`src/sv/ps2wm_pkg.sv`:
```
`timescale 1ns / 1ps

package ps2wm_pkg;

  localparam logic [7:0] HDR_BAD_MASK   = 8'hc0;
  localparam int unsigned HDR_XSIGN_BIT = 4;
  localparam int unsigned HDR_YSIGN_BIT = 5;
  localparam logic [7:0] WHEEL_BACK_MAX = 8'h7f;

  localparam logic STATUS_OK      = 1'b0;
  localparam logic STATUS_BAD_HDR = 1'b1;

  localparam logic [1:0] WHEEL_NONE = 2'd0;
  localparam logic [1:0] WHEEL_FWD  = 2'd1;
  localparam logic [1:0] WHEEL_BACK = 2'd2;

  localparam logic [1:0] LAST_HELD = 2'd3;

  typedef struct packed {
    logic              status;
    logic [2:0]        button_code;
    logic [1:0]        wheel_event;
    logic signed [8:0] x_motion;
    logic signed [9:0] y_motion;
  } ps2wm_result_t;

  // Left and right buttons from header bits 1:0 to the reported code.
  function automatic logic [2:0] button_map(input logic [1:0] btn);
    logic [2:0] code;
    case (btn)
      2'd0:    code = 3'd0;
      2'd1:    code = 3'd4;
      2'd2:    code = 3'd1;
      2'd3:    code = 3'd5;
      default: code = 3'd0;
    endcase
    return code;
  endfunction

endpackage

```
`src/sv/ps2_wheel_mouse_packet_decoder.sv`:
```
`timescale 1ns / 1ps

// Collects four-byte wheel-mouse packets from a stream of received bytes, one
// byte per beat, and gives one result beat per completed packet. A byte is
// taken in every cycle while the output register is empty or being drained,
// so the block runs at one byte per cycle; the only storage is the three held
// packet bytes, a byte count and the output register, with the whole decode
// done combinationally between them. When a packet completes with bit 7 or 6 of
// the header set, the header is dropped, the other bytes move down to form the
// next candidate packet and a result with status 1 and all other fields zero
// is given. Otherwise tuser is 0 and tdata carries the buttons, wheel and
// motion; the middle button and the sync bit are not checked.
module ps2_wheel_mouse_packet_decoder (
  input  logic        clk,
  input  logic        rst_n,
  input  logic        in_tvalid,
  output logic        in_tready,
  input  logic [7:0]  in_tdata,   // rx_byte[7:0]
  output logic        out_tvalid,
  input  logic        out_tready,
  output logic [23:0] out_tdata,  // button_code[2:0], wheel_event[4:3],
                                  // x_motion[13:5], y_motion[23:14]
  output logic        out_tuser   // status
);
  import ps2wm_pkg::*;

  logic [7:0]    pkt_r [3];
  logic [7:0]    pkt_nxt [3];
  logic [1:0]    cnt_r, cnt_nxt;
  logic          out_valid_r, out_valid_nxt;
  ps2wm_result_t res_r, res_nxt;
  ps2wm_result_t dec_res;
  logic          hdr_bad;
  logic          in_beat;
  logic          emit;

  ps2wm_decode u_decode (
    .hdr        (pkt_r[0]),
    .x_byte     (pkt_r[1]),
    .y_byte     (pkt_r[2]),
    .wheel_byte (in_tdata),
    .hdr_bad    (hdr_bad),
    .result     (dec_res)
  );

  assign in_tready = !out_valid_r || out_tready;
  assign in_beat   = in_tvalid && in_tready;
  assign emit      = in_beat && (cnt_r == LAST_HELD);

  always_comb begin
    pkt_nxt = pkt_r;
    cnt_nxt = cnt_r;
    if (in_beat) begin
      if (cnt_r != LAST_HELD) begin
        pkt_nxt[cnt_r] = in_tdata;
        cnt_nxt        = 2'(cnt_r + 2'd1);
      end else if (hdr_bad) begin
        // Resync: drop the header and keep the count at three.
        pkt_nxt[0] = pkt_r[1];
        pkt_nxt[1] = pkt_r[2];
        pkt_nxt[2] = in_tdata;
      end else begin
        cnt_nxt = 2'd0;
      end
    end
  end

  always_comb begin
    res_nxt       = res_r;
    out_valid_nxt = out_valid_r;
    if (out_tready) begin
      out_valid_nxt = 1'b0;
    end
    if (emit) begin
      res_nxt       = dec_res;
      out_valid_nxt = 1'b1;
    end
  end

  always_ff @(posedge clk) begin
    if (!rst_n) begin
      cnt_r       <= 2'd0;
      out_valid_r <= 1'b0;
    end else begin
      cnt_r       <= cnt_nxt;
      out_valid_r <= out_valid_nxt;
    end
  end

  always_ff @(posedge clk) begin
    pkt_r <= pkt_nxt;
    res_r <= res_nxt;
  end

  assign out_tvalid = out_valid_r;
  assign out_tuser  = res_r.status;
  assign out_tdata  = {res_r.y_motion, res_r.x_motion, res_r.wheel_event,
                       res_r.button_code};

endmodule

```
`src/sv/ps2wm_decode.sv`:
```
`timescale 1ns / 1ps

module ps2wm_decode (
  input  logic [7:0]               hdr,
  input  logic [7:0]               x_byte,
  input  logic [7:0]               y_byte,
  input  logic [7:0]               wheel_byte,
  output logic                     hdr_bad,
  output ps2wm_pkg::ps2wm_result_t result
);
  import ps2wm_pkg::*;

  logic [9:0] y_ext;

  assign hdr_bad = (hdr & HDR_BAD_MASK) != 8'h00;
  assign y_ext   = {{2{hdr[HDR_YSIGN_BIT]}}, y_byte};

  always_comb begin
    result = '0;
    if (hdr_bad) begin
      result.status = STATUS_BAD_HDR;
    end else begin
      result.status   = STATUS_OK;
      result.x_motion = {hdr[HDR_XSIGN_BIT], x_byte};
      // The mouse reports up as positive, so the vertical motion is negated.
      result.y_motion = 10'(10'd0 - y_ext);
      if (wheel_byte != 8'h00) begin
        result.wheel_event = (wheel_byte > WHEEL_BACK_MAX) ? WHEEL_FWD : WHEEL_BACK;
      end else begin
        result.button_code = button_map(hdr[1:0]);
      end
    end
  end

endmodule
```
`config.mk`:
```
export PLATFORM = sky130hd
export DESIGN_NAME = ps2_wheel_mouse_packet_decoder
export DESIGN_NICKNAME = d
export VERILOG_FILES = /design/src/sv/ps2wm_pkg.sv /design/src/sv/ps2_wheel_mouse_packet_decoder.sv /design/src/sv/ps2wm_decode.sv
export SDC_FILE = /design/constraint.sdc
export NUM_CORES = 1
export LEC_CHECK = 0
export BUFFER_PORTS_ARGS = -buffer_cell sky130_fd_sc_hd__buf_2
export CAP_MARGIN = 20
export CORE_ASPECT_RATIO = 0.75
export CORE_MARGIN = 2
export CORE_UTILIZATION = 49
export CTS_BUF_LIST = sky130_fd_sc_hd__clkbuf_8 sky130_fd_sc_hd__clkbuf_16
export DETAILED_ROUTE_END_ITERATION = 8
export GPL_TIMING_DRIVEN = 0
export HOLD_SLACK_MARGIN = 0.03
export PLACE_DENSITY_LB_ADDON = 0.05
export SLEW_MARGIN = 25
export SYNTH_ARGS = -nofsm -noshare
export SYNTH_HDL_FRONTEND = slang
export SYNTH_SLANG_ARGS = --single-unit
```
`constraint.sdc`:
```
create_clock -name clk -period 2 [get_ports clk]
set_input_delay 0.1 -clock clk [delete_from_list [all_inputs] [get_ports clk]]
set_output_delay 0.1 -clock clk [all_outputs]
set_load 0.05 [all_outputs]
```
==> impl_results.md <==
* Layout cells sized above 1 at 27.9%
* PortBufs at 37
* Final wirelength at 4010 um
* Final Wtd Congestion at 0.848
* Unrepaired setup endpoints after global routing: false
* Die X at 80.6 um
* YS warnings at 0
* Die Area at 4950 um^2
* Register area share after synthesis at 66.8%
* Pin count of the biggest net entering global routing at 16
* Insertion delay to the later sink of the worst-skew pair at 0.29 ns
* Pre-Repair DR Iteration Count at 4
* Clock buffer depth at 2
* Setup Skew at 0.00909 ns
* Post-synth top area cell: edfxtp_1
* TritonCTS clock tree: yes
* DRC at 0
* Tcrit/Tclk final at 94.5%
* Yosys reg bits at 49
* Unique masters post-synth at 33
* CP Buf/Inv Count at 2
* CP Cell Sequence: ha_1, buf_2, clkbuf_4, a211oi_4
* Syn Area/Cell at 13.3 um^2
* Critical path origin: cnt_r[1]
* CP max stage cell: a211oi_4
* Max-cap viol count at 0
* Worst Path Max Fanout at 12
* Pleak at 0.997 nW
* Worst reg2reg path startpoint: cnt_r[1]
* Total global-route track usage at 17.5%
* DR vias at 1,402
* Clock transition at the registers of the reported paths at 0.09 ns
* Cells after Synth at 162
* CTS H-tree lvls at 2
* # nets final at 224
* Pwr per Cell Area at 775 nW/um^2
* Hold-fix buffer count after cts at 0
* Die H at 61.5 um
* Max Freq at 529 MHz
* Synth-to-Final Area Change at 18.9%
* Initial antenna violation count at 0
* Final Util at 62.1%
* Status: completed
* Pwr Total at 0.00199 W
* Initial drt markers at 65
* Reg area at 1440 um^2
* Non-Filler Instances at 263
* Inst Count DP at 254
* First-pass GRT wire length at 6180 um
* Final hold slack at 0.0810 ns
* Hold-critical path depth at 3
* Fin crit period at 1.89 ns
* Max Slew Vio Count at 0
* Ant diodes at 0
* Post-Syn Area at 2160 um^2
* Core area at 4130 um^2
* Peak supply drop at 0.516 mV
* Avg Vias per Cell at 5.33
* Hold crit path type: in -> reg
* Most area-consuming cells after synthesis: edfxtp_1 64%, and2_1 5.5%, a22o_1 4.9%
* Worst Hold Launch: rst_n
* Site Rows at 20
* Vias in the first global route at 1,248
* # clock sinks at 49
* Starting density of the core at 52.2%
* Wire per inst at 15.2 um
* Startpoint Class: flop
* Post-DP HPWL at 2830 um
* Crit-path leading delay family: compound AO/OA/AOI/OAI gates
* Hold path endpoint: cnt_r[1]
* WS Path Type: reg -> reg
* Total gr overflow at 0
* Max incr delay on CP at 0.46 ns
* Hold Violations, Final at 0
* RR Endpoint: pkt_r[7]
* Critical path depth at 4
* IO Count at 39
* WP data required at 1.95 ns
* Top cell type's share of synthesized area at 64.0%
* Post-CTS Setup Bufs at 0
* Reg2Reg Depth at 4
* Post-synth EDFFs at 46
* Post-Syn Nets at 179
* FILL cells at 333
* Setup violators final at 0
* Synth Flop Type: edfxtp_1
* Area of the multi-input gates at 729 um^2
* Critical Path AT at 1.84 ns
* Clk root buf: clkbuf_8
* Post-route ant nets at 0
* Number of CTS-inserted buffers at 5
* Reg2reg setup slack at 0.11 ns
* Synth async-reset ratio at 0%
* Kind of end point of the critical path: flop
report_power, final:
group	internal, W	leakage, nW	switching [W]	total, W
Sequential	0.00117	0.457	0.0000277	0.00120
Combinational	0.0000827	0.498	0.000139	0.000221
Clock	0.000242	0.0416	0.000323	0.000565
Total	0.00150	0.997	0.000489	0.00199
cell type report:
class	count	share of cell area [%]
inverter	5	0.732
multi-input combinational	103	28.4
clock inverter	3	0.732
tap	55	2.68
sequential	49	56.2
buffer	6	1.27
clock buffer	5	2.68
timing repair buffer	37	7.22
through the flow:
| stage | setup TNS [ns] | worst slack, ns | cell area, um^2 |
|---|---|---|---|
| finish | 0 | 0.110 | 2560 |
| global route | 0 | 0.00689 | 2560 |
| CTS | 0 | 0.0413 | 2550 |
| detailed placement | -18.23 | -0.475 | 2420 |
| global placement | -16.50 | -0.439 | 2410 |
| floorplan | -0.643 | -0.0402 | 2160 |
per-layer routing:
layer | vias to the layer above | global-route usage (%) | wire (um)
li1 | 684 | - | -
met1 | 657 | 25.3 | 1860
met2 | 59 | 27.5 | 1810
met3 | 2 | 4.11 | 325
met4 | 0 | 4.12 | 8
met5 | - | 0 | 0
registers in the layout (all words and copies together) (netlist names):
register and count:
out_tvalid 1, out_tdata 23, out_tuser 1, cnt_r 2, pkt_r 22
synthesized netlist by cell type, drive strengths merged (3+ instances only):
cell type	n
a22o	12
nor3	5
nand3	4
o21ai	3
edfxtp	46
nor2b	6
and2	19
buf	4
inv	4
dfxtp	3
xor2	3
nand2	9
ha	5
and3	4
a211oi	3
nor2	12
how the worst max path moves through the flow:
stage / end
CTS: pkt_r[16]
detailed placement: out_tdata[22]
global route: pkt_r[6]
floorplan: pkt_r[0]
global placement: pkt_r[3]
finish: pkt_r[7]
worst min-delay path, cell delays in order:
cell	delay, ns
buf_2	0.12
nand2_1	0.06
mux2i_1	0.06
kinds of logic after synthesis:
logic type,share of synthesized area (%)
other,0.174
DFF,66.8
AOI/OAI and AO/OA,8.87
xor gates and xnor gates,1.22
buffers and inverters,2.20
muxes,0.928
adders and majority gates,2.90
and+or+nand+nor,16.9
placed cells by master (no fill, tap or decap), drive strengths merged, types with 4 or more instances in the layout:
| cell | synthesis | routed |
|---|---|---|
| edfxtp | 46 | 46 |
| and3 | 4 | 5 |
| inv | 4 | 5 |
| nor2 | 12 | 12 |
| and2 | 19 | 19 |
| nor2b | 6 | 6 |
| ha | 5 | 5 |
| nor3 | 5 | 5 |
| buf | 4 | 41 |
| clkbuf | 2 | 7 |
| nand3 | 4 | 4 |
| a22o | 12 | 12 |
| nand2 | 9 | 9 |
timing repair:
action / CTS / global route
gates resized for setup: 8 / 4
cloned: 1 / 0
endpoints found under the hold margin: 0 / 0
pin swaps: 1 / 0
setup endpoints to repair: 46 / 41
Note: power is estimated with default switching activity, not from simulation.
